==> src/hw/rtl/qbs_pkg.sv <==
`timescale 1ns / 1ps
// qbs_pkg: shared widths, constants and types for the quadratic bezier sampler
// no dependencies; imported by qbs_seq, qbs_lane and quadratic_bezier_sampler
package qbs_pkg;

    localparam int COORD_WIDTH  = 24;
    localparam int FRAC_BITS    = 16;
    localparam int MAX_SAMPLES  = 64;

    // t runs 0 .. 1.0 inclusive, so one integer bit above the fraction
    localparam int T_WIDTH      = FRAC_BITS + 1;
    localparam int IDX_WIDTH    = (MAX_SAMPLES > 2) ? $clog2(MAX_SAMPLES) : 1;
    localparam int CNT_WIDTH    = 7;
    localparam int CFG_IDX_W    = 2;
    localparam int CFG_DATA_W   = T_WIDTH;
    localparam int NUM_LANES    = 3;
    localparam int LANE_DEPTH   = 6;

    localparam logic [T_WIDTH-1:0] T_ONE = T_WIDTH'(1) << FRAC_BITS;

    typedef enum logic [CFG_IDX_W-1:0] {
        CFG_SAMPLE_COUNT = 2'd0,
        CFG_T_STEP       = 2'd1
    } t_cfg_idx;

    typedef logic signed [COORD_WIDTH-1:0] t_coord;

    // control points of one axis
    typedef struct packed {
        t_coord c0;
        t_coord c1;
        t_coord c2;
    } t_axis_pts;

    typedef t_axis_pts [NUM_LANES-1:0] t_curve;

    // sideband that travels beside the lane datapath
    typedef struct packed {
        logic                 valid;
        logic [IDX_WIDTH-1:0] index;
        logic                 last;
    } t_tag;

endpackage

==> src/hw/rtl/qbs_lane.sv <==
`timescale 1ns / 1ps
// qbs_lane: one axis of de casteljau evaluation, six register stages
// depends on qbs_pkg
module qbs_lane (
    input  logic                        i_clk,
    input  logic                        i_en,
    input  qbs_pkg::t_axis_pts          i_pts,
    input  logic [qbs_pkg::T_WIDTH-1:0] i_t,
    output qbs_pkg::t_coord             o_coord
);
    import qbs_pkg::*;

    localparam int DIFF_W = COORD_WIDTH + 1;
    localparam int SUM_W  = COORD_WIDTH + 2;
    localparam int PROD_W = DIFF_W + T_WIDTH + 1;

    typedef logic signed [DIFF_W-1:0] t_diff;
    typedef logic signed [PROD_W-1:0] t_prod;

    function automatic t_diff f_diff(input t_coord a, input t_coord b);
        f_diff = t_diff'(b) - t_diff'(a);
    endfunction

    function automatic t_prod f_mul(input t_diff d, input logic [T_WIDTH-1:0] t);
        f_mul = t_prod'(d) * t_prod'($signed({1'b0, t}));
    endfunction

    // a + floor(t * (b - a) / 2^frac), equal to floor(((1-t)a + tb) / 2^frac)
    function automatic t_coord f_fin(input t_coord a, input t_prod m);
        logic signed [SUM_W-1:0] s;
        s = SUM_W'(a) + $signed(m[FRAC_BITS +: SUM_W]);
        f_fin = s[COORD_WIDTH-1:0];
    endfunction

    logic [T_WIDTH-1:0] r_t1, r_t2, r_t3, r_t4;
    t_coord             r_a1, r_b1, r_a2, r_b2;
    t_diff              r_d01, r_d12;
    t_prod              r_m01, r_m12;
    t_coord             r_ab3, r_bc3;
    t_coord             r_ab4, r_ab5;
    t_diff              r_d4;
    t_prod              r_m5;
    t_coord             r_out;

    always_ff @(posedge i_clk) begin
        if (i_en) begin
            // first level: differences
            r_a1  <= i_pts.c0;
            r_b1  <= i_pts.c1;
            r_d01 <= f_diff(i_pts.c0, i_pts.c1);
            r_d12 <= f_diff(i_pts.c1, i_pts.c2);
            r_t1  <= i_t;
            // first level: products
            r_a2  <= r_a1;
            r_b2  <= r_b1;
            r_m01 <= f_mul(r_d01, r_t1);
            r_m12 <= f_mul(r_d12, r_t1);
            r_t2  <= r_t1;
            // first level: sums
            r_ab3 <= f_fin(r_a2, r_m01);
            r_bc3 <= f_fin(r_b2, r_m12);
            r_t3  <= r_t2;
            // second level
            r_ab4 <= r_ab3;
            r_d4  <= f_diff(r_ab3, r_bc3);
            r_t4  <= r_t3;
            r_ab5 <= r_ab4;
            r_m5  <= f_mul(r_d4, r_t4);
            r_out <= f_fin(r_ab5, r_m5);
        end
    end

    assign o_coord = r_out;

endmodule

==> config.mk <==
export PLATFORM = sky130hd
export DESIGN_NAME = qbs_lane
export DESIGN_NICKNAME = d
export VERILOG_FILES = /design/src/hw/rtl/qbs_pkg.sv /design/src/hw/rtl/qbs_lane.sv
export SDC_FILE = /design/constraint.sdc
export NUM_CORES = 2
export LEC_CHECK = 0
export ABC_AREA = 0
export ABC_CLOCK_PERIOD_IN_PS = 6100
export BUFFER_PORTS_ARGS = -buffer_cell sky130_fd_sc_hd__buf_2
export CORE_MARGIN = 2
export CORE_UTILIZATION = 60
export DETAILED_ROUTE_END_ITERATION = 10
export GPL_ROUTABILITY_DRIVEN = 0
export HOLD_SLACK_MARGIN = 0.12
export PLACE_DENSITY = 0.83
export SYNTH_ARGS = -nofsm -noshare
export SYNTH_HDL_FRONTEND = slang
export SYNTH_SLANG_ARGS = --single-unit
==> constraint.sdc <==
create_clock -name i_clk -period 6.1 [get_ports i_clk]
set_input_delay 0 -clock i_clk [delete_from_list [all_inputs] [get_ports i_clk]]
set_output_delay 0 -clock i_clk [all_outputs]
set_load 0.01 [all_outputs]
==> summary.txt <==
Status
  • Status: complete, but fails checks
  • Failing checks: negative setup slack

Clocking
  • CTS Buf Count: 50
  • Worst skew pair latency: 0.66 ns
  • TritonCTS clock tree: done
  • Root cell of the clock tree: clkbuf_16
  • H-tree Lvls: 2
  • Clock buffer depth: 3
  • Clock Sinks: 431
  • CTS clk-pin slew, worst paths: 0.09 ns

Timing
  • Hold slack: 0.1516 ns
  • Relative slew slack: 36.78%
  • Final Critical Period: 6.792 ns
  • Final setup violating endpoints: 53
  • RSZ-0062 raised after global routing: true
  • Final Hold Vio Count: 0
  • Final worst-path cycle share: 111.3%
  • Max Clock Skew: 0.04013 ns
  • Final worst slack: -0.6916 ns
  • Fmax achieved: 0.1472 GHz
  • Max Slew Vio Count: 0
  • Tightest Pin Transition: 0.9482 ns

Placed design
  • Placed cells: 7851
  • Placed Area: 0.06719 sq mm
  • I/O Buffers: 114
  • HPWL after DPL: 127.6 mm

Synth
  • Number of flops mapped to enable cells by yosys: 431
  • Synth Cell Area: 0.06172 sq mm
  • Area share of the leading cell type in the synthesized netlist: 38.54%
  • Ranking of synthesized cells by area: fa_1 39%, edfxtp_1 21%, inv_1 9.2%
  • Post-synthesis instance total: 6113
  • Async S/R FF share, synth: 0%
  • Syn. warnings: 0
  • Count leader, synth: inv_1
  • Unique masters post-synth: 79
  • Synth Net Count: 7815
  • Post-synth top area cell: fa_1
  • Flops & latches, synth: 431
  • Commonest cells in the netlist: 1519 x inv_1, 1188 x fa_1, 757 x nand2_1
  • Sequential fraction of the synthesis area: 20.97%
  • Synth Flop Type: edfxtp_1
  • Syn_area_per_cell: 10.10 sq um

Critical path
  • Crit path max-delay cell type: fa_1
  • Worst path most repeated cell: fa_1
  • CP delay by family, top: adder cells
  • CP startpoint: r_t4[3]
  • Crit Path Max Fanout: 5
  • Worst r2r src: r_t4[3]
  • WP buf/inv: 7
  • Crit end category: flip-flop
  • Arrival time worst endpoint: 7.15 ns
  • Startpoint type of the worst setup path: flip-flop
  • Worst stage delay on the critical path: 0.60 ns
  • Data required time at the worst endpoint: 6.46 ns
  • Setup CP Type: flip-flop to flip-flop

Flow run
  • Max-Cap Viols: 0

Floorplan
  • Initial Util: 60.57%
  • IO Pins: 115
  • Core area: 0.1019 sq mm
  • Die Wd: 324.7 um
  • Core Rows: 117
  • Full die area: 0.1054 sq mm
  • DIE HEIGHT: 324.7 um

Route
  • Remaining DRCs: 0
  • Drt pass-1 iters: 9
  • Final ANT Viol Nets: 0
  • Drt via density: 5.712
  • Avg WL per Cell: 21.30 um
  • Drt initial violations: 4109
  • Vias: 46720
  • Post-Route WL: 174.2 mm

Min path
  • Worst min path class: primary input to flip-flop
  • Hold_sp: i_pts[63]

Global route
  • Initial antenna violation count: 18
  • Remaining Overflow, GRT: 0
  • Gr usage total: 32.26%
  • Vias in the first global route: 51330
  • First-pass GRT wire length: 265.9 mm
  • Largest net degree at the start of global routing: 159

Finish
  • Top Registers: r_d01 (25), r_d12 (25), r_d4 (25)
  • Nets: 8461
  • Cell Count, Final, Fillers Out: 8180
  • Share of cells above drive strength 1: 14.88%
  • Fin util: 70.99%
  • Area of the multi-input gates: 0.04348 sq mm
  • FF/Latch Area: 0.01294 sq mm
  • Area Overhead vs Synth: 17.20%
  • Final design instance area without fill: 0.07233 sq mm
  • Filler instances: 6228
what timing repair did:
| item | CTS | global route |
|---|---|---|
| hold endpoints to repair | 172 | 0 |
| endpoints found under the setup margin | 40 | 62 |
| pin swaps | 77 | 128 |
| hold buffers | 126 | 0 |
| cloned | 4 | 4 |
| buffers inserted | 49 | 49 |
| resized for setup | 128 | 187 |
per-layer routing:
metal | track usage (%) | up-vias | routed length [um]
met4 | 18.25 | 12 | 12580
li1 | - | 19690 | -
met2 | 55.84 | 2787 | 85950
met3 | 7.450 | 915 | 16870
met1 | 36.85 | 23320 | 58730
met5 | 0 | - | 85
worst paths after layout:
| kind | endpoint | slack, ns | depth (start not counted) |
|---|---|---|---|
| worst min register to register | r_b2[6] | 0.41 | 0 |
| worst min-delay path | r_a1[15] | 0.15 | 2 |
| worst max-delay path | r_m5[39] | -0.69 | 25 |
| worst max register to register | r_m5[39] | -0.69 | 25 |
cells by family after synthesis:
| logic type | after synthesis | share of synthesized area, % |
|---|---|---|
| adder cells (fa/ha/maj) | 1611 | 47.11 |
| AO/OA/AOI/OAI | 445 | 4.965 |
| buffers and inverters | 1720 | 10.46 |
| XOR/XNOR | 226 | 3.207 |
| AND/OR/NAND/NOR | 1680 | 13.29 |
| flip-flops | 431 | 20.97 |
cells in the final DEF, fill, tap and decap left out, types with 19 or more instances in the layout:
cell,Yosys,routed
and2_4,0,26
fa_2,0,44
xnor2_1,174,169
nor2_1,136,118
xor2_1,52,49
buf_6,0,49
and2_1,593,567
nor3_1,48,45
nand3_1,35,31
nand2_1,757,751
edfxtp_1,431,431
o21ai_0,57,52
fa_1,1188,1144
o21a_1,30,30
clkbuf_16,0,53
buf_2,0,115
buf_12,0,37
inv_1,1519,1484
ha_1,423,400
a21oi_1,128,107
inv_2,0,35
nor2b_1,27,25
buf_4,0,460
a21oi_2,5,19
a21o_1,59,59
ha_4,0,21
dlygate4sd3_1,0,126
nand2b_1,24,24
stage by stage:
step / setup TNS [ns] / worst slack (ns)
after floorplan: -0.02799 / -0.02799
after global placement: -6.310 / -0.3430
after detailed placement: -11.28 / -0.5737
after CTS: -7.596 / -0.3609
after global routing: -27.25 / -0.8118
final: -19.13 / -0.6916
final cells by class:
class | count | area share [%]
multi-input cells | 3962 | 60.11
well taps | 1368 | 2.366
repair buffers | 795 | 9.367
inverters | 1519 | 7.883
clock inverters | 38 | 0.5881
clock buffers | 55 | 1.756
flip-flops and latches | 431 | 17.89
diodes | 12 | 0.04152
Power is left out: the tool's default activity adds up to more than one toggle a clock period on the data nets, which glitch-free logic cannot reach.
