### config.mk
export PLATFORM = sky130hd
export DESIGN_NAME = qbs_seq
export DESIGN_NICKNAME = d
export VERILOG_FILES = /design/src/hw/rtl/qbs_pkg.sv /design/src/hw/rtl/qbs_seq.sv
export SDC_FILE = /design/constraint.sdc
export NUM_CORES = 1
export LEC_CHECK = 0
export BUFFER_PORTS_ARGS = -buffer_cell sky130_fd_sc_hd__buf_2
export CAP_MARGIN = 30
export CORE_MARGIN = 5
export CORE_UTILIZATION = 25
export CTS_CLUSTER_DIAMETER = 150
export DETAILED_ROUTE_END_ITERATION = 10
export MAX_ROUTING_LAYER = met4
export PLACE_DENSITY = 0.5
export SKIP_CTS_REPAIR_TIMING = 1
export SLEW_MARGIN = 0
export SYNTH_ARGS = -nofsm -noshare
export SYNTH_HDL_FRONTEND = slang
export SYNTH_SLANG_ARGS = --single-unit
### constraint.sdc
create_clock -name i_clk -period 15.09 [get_ports i_clk]
set_input_delay 3.018 -clock i_clk [delete_from_list [all_inputs] [get_ports i_clk]]
set_output_delay 3.018 -clock i_clk [all_outputs]
set_load 0.02 [all_outputs]
### src/hw/rtl/qbs_pkg.sv
`timescale 1ns / 1ps
// qbs_pkg: shared widths, constants and types for the quadratic bezier sampler
// no dependencies; imported by qbs_seq, qbs_lane and quadratic_bezier_sampler
package qbs_pkg;

    localparam int COORD_WIDTH  = 24;
    localparam int FRAC_BITS    = 16;
    localparam int MAX_SAMPLES  = 64;

    // t runs 0 .. 1.0 inclusive, so one integer bit above the fraction
    localparam int T_WIDTH      = FRAC_BITS + 1;
    localparam int IDX_WIDTH    = (MAX_SAMPLES > 2) ? $clog2(MAX_SAMPLES) : 1;
    localparam int CNT_WIDTH    = 7;
    localparam int CFG_IDX_W    = 2;
    localparam int CFG_DATA_W   = T_WIDTH;
    localparam int NUM_LANES    = 3;
    localparam int LANE_DEPTH   = 6;

    localparam logic [T_WIDTH-1:0] T_ONE = T_WIDTH'(1) << FRAC_BITS;

    typedef enum logic [CFG_IDX_W-1:0] {
        CFG_SAMPLE_COUNT = 2'd0,
        CFG_T_STEP       = 2'd1
    } t_cfg_idx;

    typedef logic signed [COORD_WIDTH-1:0] t_coord;

    // control points of one axis
    typedef struct packed {
        t_coord c0;
        t_coord c1;
        t_coord c2;
    } t_axis_pts;

    typedef t_axis_pts [NUM_LANES-1:0] t_curve;

    // sideband that travels beside the lane datapath
    typedef struct packed {
        logic                 valid;
        logic [IDX_WIDTH-1:0] index;
        logic                 last;
    } t_tag;

endpackage

### src/hw/rtl/qbs_seq.sv
`timescale 1ns / 1ps
// qbs_seq: input word buffer and per-sample sequencer (index, t, last flag)
// depends on qbs_pkg
module qbs_seq (
    input  logic                          i_clk,
    input  logic                          i_rst_n,
    input  logic                          i_in_valid,
    output logic                          o_in_stall,
    input  qbs_pkg::t_curve               i_curve,
    input  logic [qbs_pkg::CNT_WIDTH-1:0] i_sample_count,
    input  logic [qbs_pkg::T_WIDTH-1:0]   i_t_step,
    input  logic                          i_adv,
    output qbs_pkg::t_tag                 o_tag,
    output logic [qbs_pkg::T_WIDTH-1:0]   o_t,
    output qbs_pkg::t_curve               o_curve
);
    import qbs_pkg::*;

    logic                  r_pend_valid;
    t_curve                r_pend_curve;
    logic                  r_busy;
    logic [IDX_WIDTH-1:0]  r_k;
    logic [IDX_WIDTH-1:0]  r_n_last;
    logic [T_WIDTH-1:0]    r_step;
    logic [T_WIDTH-1:0]    r_acc;
    t_curve                r_curve;

    logic                  w_last;
    logic                  w_load;
    logic                  w_accept;
    logic [IDX_WIDTH-1:0]  w_n_last;
    logic [T_WIDTH:0]      w_sum;
    logic [T_WIDTH-1:0]    n_acc;

    assign w_last   = (r_k == r_n_last);
    assign w_load   = r_pend_valid && (!r_busy || (i_adv && w_last));
    assign w_accept = i_in_valid && !r_pend_valid;

    // clamp sample count into 2 .. MAX_SAMPLES, keep count minus one
    always_comb begin
        if (i_sample_count < CNT_WIDTH'(2)) begin
            w_n_last = IDX_WIDTH'(1);
        end else if (i_sample_count > CNT_WIDTH'(MAX_SAMPLES)) begin
            w_n_last = IDX_WIDTH'(MAX_SAMPLES - 1);
        end else begin
            w_n_last = IDX_WIDTH'(i_sample_count - CNT_WIDTH'(1));
        end
    end

    // t accumulates and saturates at 1.0
    assign w_sum = {1'b0, r_acc} + {1'b0, r_step};
    assign n_acc = (w_sum > {1'b0, T_ONE}) ? T_ONE : w_sum[T_WIDTH-1:0];

    always_ff @(posedge i_clk) begin
        if (!i_rst_n) begin
            r_pend_valid <= 1'b0;
            r_busy       <= 1'b0;
            r_k          <= '0;
            r_acc        <= '0;
        end else begin
            if (w_accept) begin
                r_pend_valid <= 1'b1;
            end else if (w_load) begin
                r_pend_valid <= 1'b0;
            end
            if (w_load) begin
                r_busy <= 1'b1;
                r_k    <= '0;
                r_acc  <= '0;
            end else if (i_adv && r_busy) begin
                if (w_last) begin
                    r_busy <= 1'b0;
                end else begin
                    r_k   <= r_k + IDX_WIDTH'(1);
                    r_acc <= n_acc;
                end
            end
        end
    end

    always_ff @(posedge i_clk) begin
        if (w_accept) begin
            r_pend_curve <= i_curve;
        end
        if (w_load) begin
            r_curve  <= r_pend_curve;
            r_n_last <= w_n_last;
            r_step   <= i_t_step;
        end
    end

    assign o_in_stall  = r_pend_valid;
    assign o_tag.valid = r_busy;
    assign o_tag.index = r_k;
    assign o_tag.last  = w_last;
    assign o_t         = w_last ? T_ONE : r_acc;
    assign o_curve     = r_curve;

endmodule

==> qor.txt <==
outcome -> completed
clk root buf -> clkbuf_16
CP Data Required Time -> 12070 ps
Syn-to-layout area delta -> 34.1%
post-DP HPWL -> 28400 µm
CTS H-tree depth -> 2
nets -> 1523
cell internal pwr -> 2390 µW
Yosys cell types -> 52
clock latency on the worst-skew pair -> 590 ps
routed len/inst -> 18.3 µm
Core Region -> 62900 µm²
I/O pin count -> 486
Initial Utilization -> 25.2%
Die Y -> 262 µm
leakage dissipation -> 0.00812 µW
Synth async-reset ratio -> 0%
DR vias/cell -> 3.87
die width -> 262 µm
final wirelength -> 39600 µm
Syn Inst Count -> 720
max_cap viols -> 0
most frequent cells in the layout -> 485 x buf_2, 455 x edfxtp_1, 53 x clkbuf_16, 25 x dfxtp_1, 24 x a21oi_1
syn nets -> 984
VDD IR max -> 0.000118 V
synth warn -> 0
Crit. End Element -> primary output
Psw -> 695 µW
largest net degree at the start of global routing -> 155
Comb power frac -> 6.5%
post-placement cell count -> 2048
Arrival @ worst endpoint -> 2150 ps
count of final setup violators -> 0
family with the most delay on the worst path -> simple AND/OR/NAND/NOR gates
CTS tree -> built
post-synthesis sequential area ratio -> 89.5%
via count -> 8358
Max Clock Freq -> 0.194 GHz
HP Class -> reg2reg
DRT Pass-1 Iters -> 4
CP max stage delay -> 450 ps
initial antenna violation count -> 17
syn avg cell area -> 22.0 µm²
Clock power frac -> 42.2%
CTS Buf Count -> 53
Critical Path Start Type -> flop
Clock Skew -> 19.3 ps
post-layout power -> 3090 µW
RSZ-0062 raised after global routing -> false
GRT Util Overall -> 11.2%
Synth Register Bits -> 480
switch share -> 22.5%
Reg power frac -> 51.3%
min Tclk post-route -> 5170 ps
WP buf/inv -> 1
share of post-route cells with drive strength above 1 -> 45.7%
clock-pin transition on the worst setup and hold timing paths -> 60 ps
CP Cell Sequence -> xnor2_1 -> nand4_1 -> or2_2 -> and2_1 -> buf_2
die area -> 68400 µm²
First DRT Iteration DRCs -> 506
pwr dens -> 146 nW/µm²
# port buffers -> 485
Pins Over Slew Limit -> 0
Synth Flop Type -> edfxtp_1
critical setup path kind -> reg2out
vias in the first global route -> 9046
Hold Vio Cnt, Final -> 0
fin cells -> 2160
Final Core Density -> 33.7%
Least-Margin Pin Slew -> 1180 ps
commonest non-fill, non-tap cell in the layout -> buf_2
max_slew headroom -> 21.1%
clock buffer depth -> 3
first-pass GRT wire length -> 56100 µm
Final ANT Viol Nets -> 0
fillers -> 6151
setup TNS -> 0 ps
DR DRC count -> 0
worst-path fanout max -> 20
CP max-delay cell -> dfxtp_1
synthesized cell area -> 15800 µm²
grt total ovfl -> 0
RD Place Congestion -> 0.765
Sink Count -> 480
Post-synth EDFFs -> 455
Final period util -> 34.2%
std cell rows -> 92
cell usage after synthesis, drive strengths merged (3+ instances only):
cell type,n,area (µm²)
ha,19,238
a21oi,24,120
dfxtp,25,500
nor3,4,20.0
nand2,17,63.8
xnor2,14,123
nor2,24,90.1
o21a,4,30.0
nand4,5,46.3
nand3,5,25.0
nor2b,3,18.8
edfxtp,455,13700
xor2,11,96.3
clkbuf,5,18.8
inv,10,37.5
a32o,9,92.6
o21ai,18,90.1
or2,3,18.8
nand2b,5,31.3
and3,5,33.8
a21o,5,37.5
and2,19,120
buf,6,46.3
metal layers:
layer | vias to the layer above | track usage, % | wire (µm)
li1 | 3928 | - | -
met3 | 49 | 5.08 | 4100
met2 | 318 | 18.5 | 19900
met1 | 4063 | 12.4 | 14800
met5 | - | - | 0
met4 | 0 | 3.02 | 784
worst reg2reg max path, cell delays in order, from the launching register on:
cell and delay (ps):
edfxtp_1 370, ha_1 240, fa_1 420, a21o_1 220
a221oi_2 410, nand4b_4 260, nand4_4 130, a2111oi_4 480
or2_1 380, a32o_1 250
metrics by stage:
step / hold WS (ps) / setup slack [ps] / cell area, µm²
2_1_floorplan: 400 / 1070 / 15800
3_3_place_gp: 400 / 9650 / 19300
3_5_place_dp: 405 / 9650 / 19300
4_1_cts: 405 / 9850 / 21100
5_1_grt: 414 / 9750 / 21200
6_report: 412 / 9920 / 21200
sequential cells by signal, indices dropped and copies added, names as in the netlist:
signal,cells
o_curve,216
o_in_stall,1
r_acc,17
r_busy,1
r_k,6
r_n_last,6
r_pend_curve,216
r_step,17
final timing paths:
path / start / to / slack, ps / cells past startpoint
worst max register to register: r_step[0] / r_acc[3] / 11880 / 9
worst max-delay path: r_k[0] / o_t[0] / 9920 / 5
worst min register to register: r_pend_curve[153] / o_curve[153] / 410 / 0
worst min-delay path: r_pend_curve[153] / o_curve[153] / 410 / 0
cell type report:
cell class	instances	area [µm²]	area share, %
multi-input combinational	219	1570	7.39
antenna	13	32.5	0.153
tap	846	1060	4.99
clock inverter	41	434	2.05
sequential	480	14200	66.8
inverter	10	37.5	0.177
timing repair buffer	495	2570	12.1
clock buffer	56	1340	6.31
kinds of logic after synthesis:
| kind of cell | synth area share (%) |
|---|---|
| AND/OR/NAND/NOR | 3.42 |
| flip-flops | 89.5 |
| adder cells (fa/ha/maj) | 1.63 |
| multiplexers | 0.0633 |
| XOR/XNOR | 1.38 |
| AO/OA/AOI/OAI | 3.32 |
| buffers and inverters | 0.649 |
power by group through the flow:
| stage | Combinational (µW) | Sequential (µW) | Clock [µW] |
|---|---|---|---|
| after global routing | 217 | 1590 | 1400 |
| final | 201 | 1580 | 1300 |
| after CTS | 203 | 1580 | 1360 |
| after detailed placement | 203 | 1610 | 0 |
| after global placement | 200 | 1610 | 0 |
| after floorplan | 54.1 | 1680 | 0 |
Power figures use the tool's default switching activity.
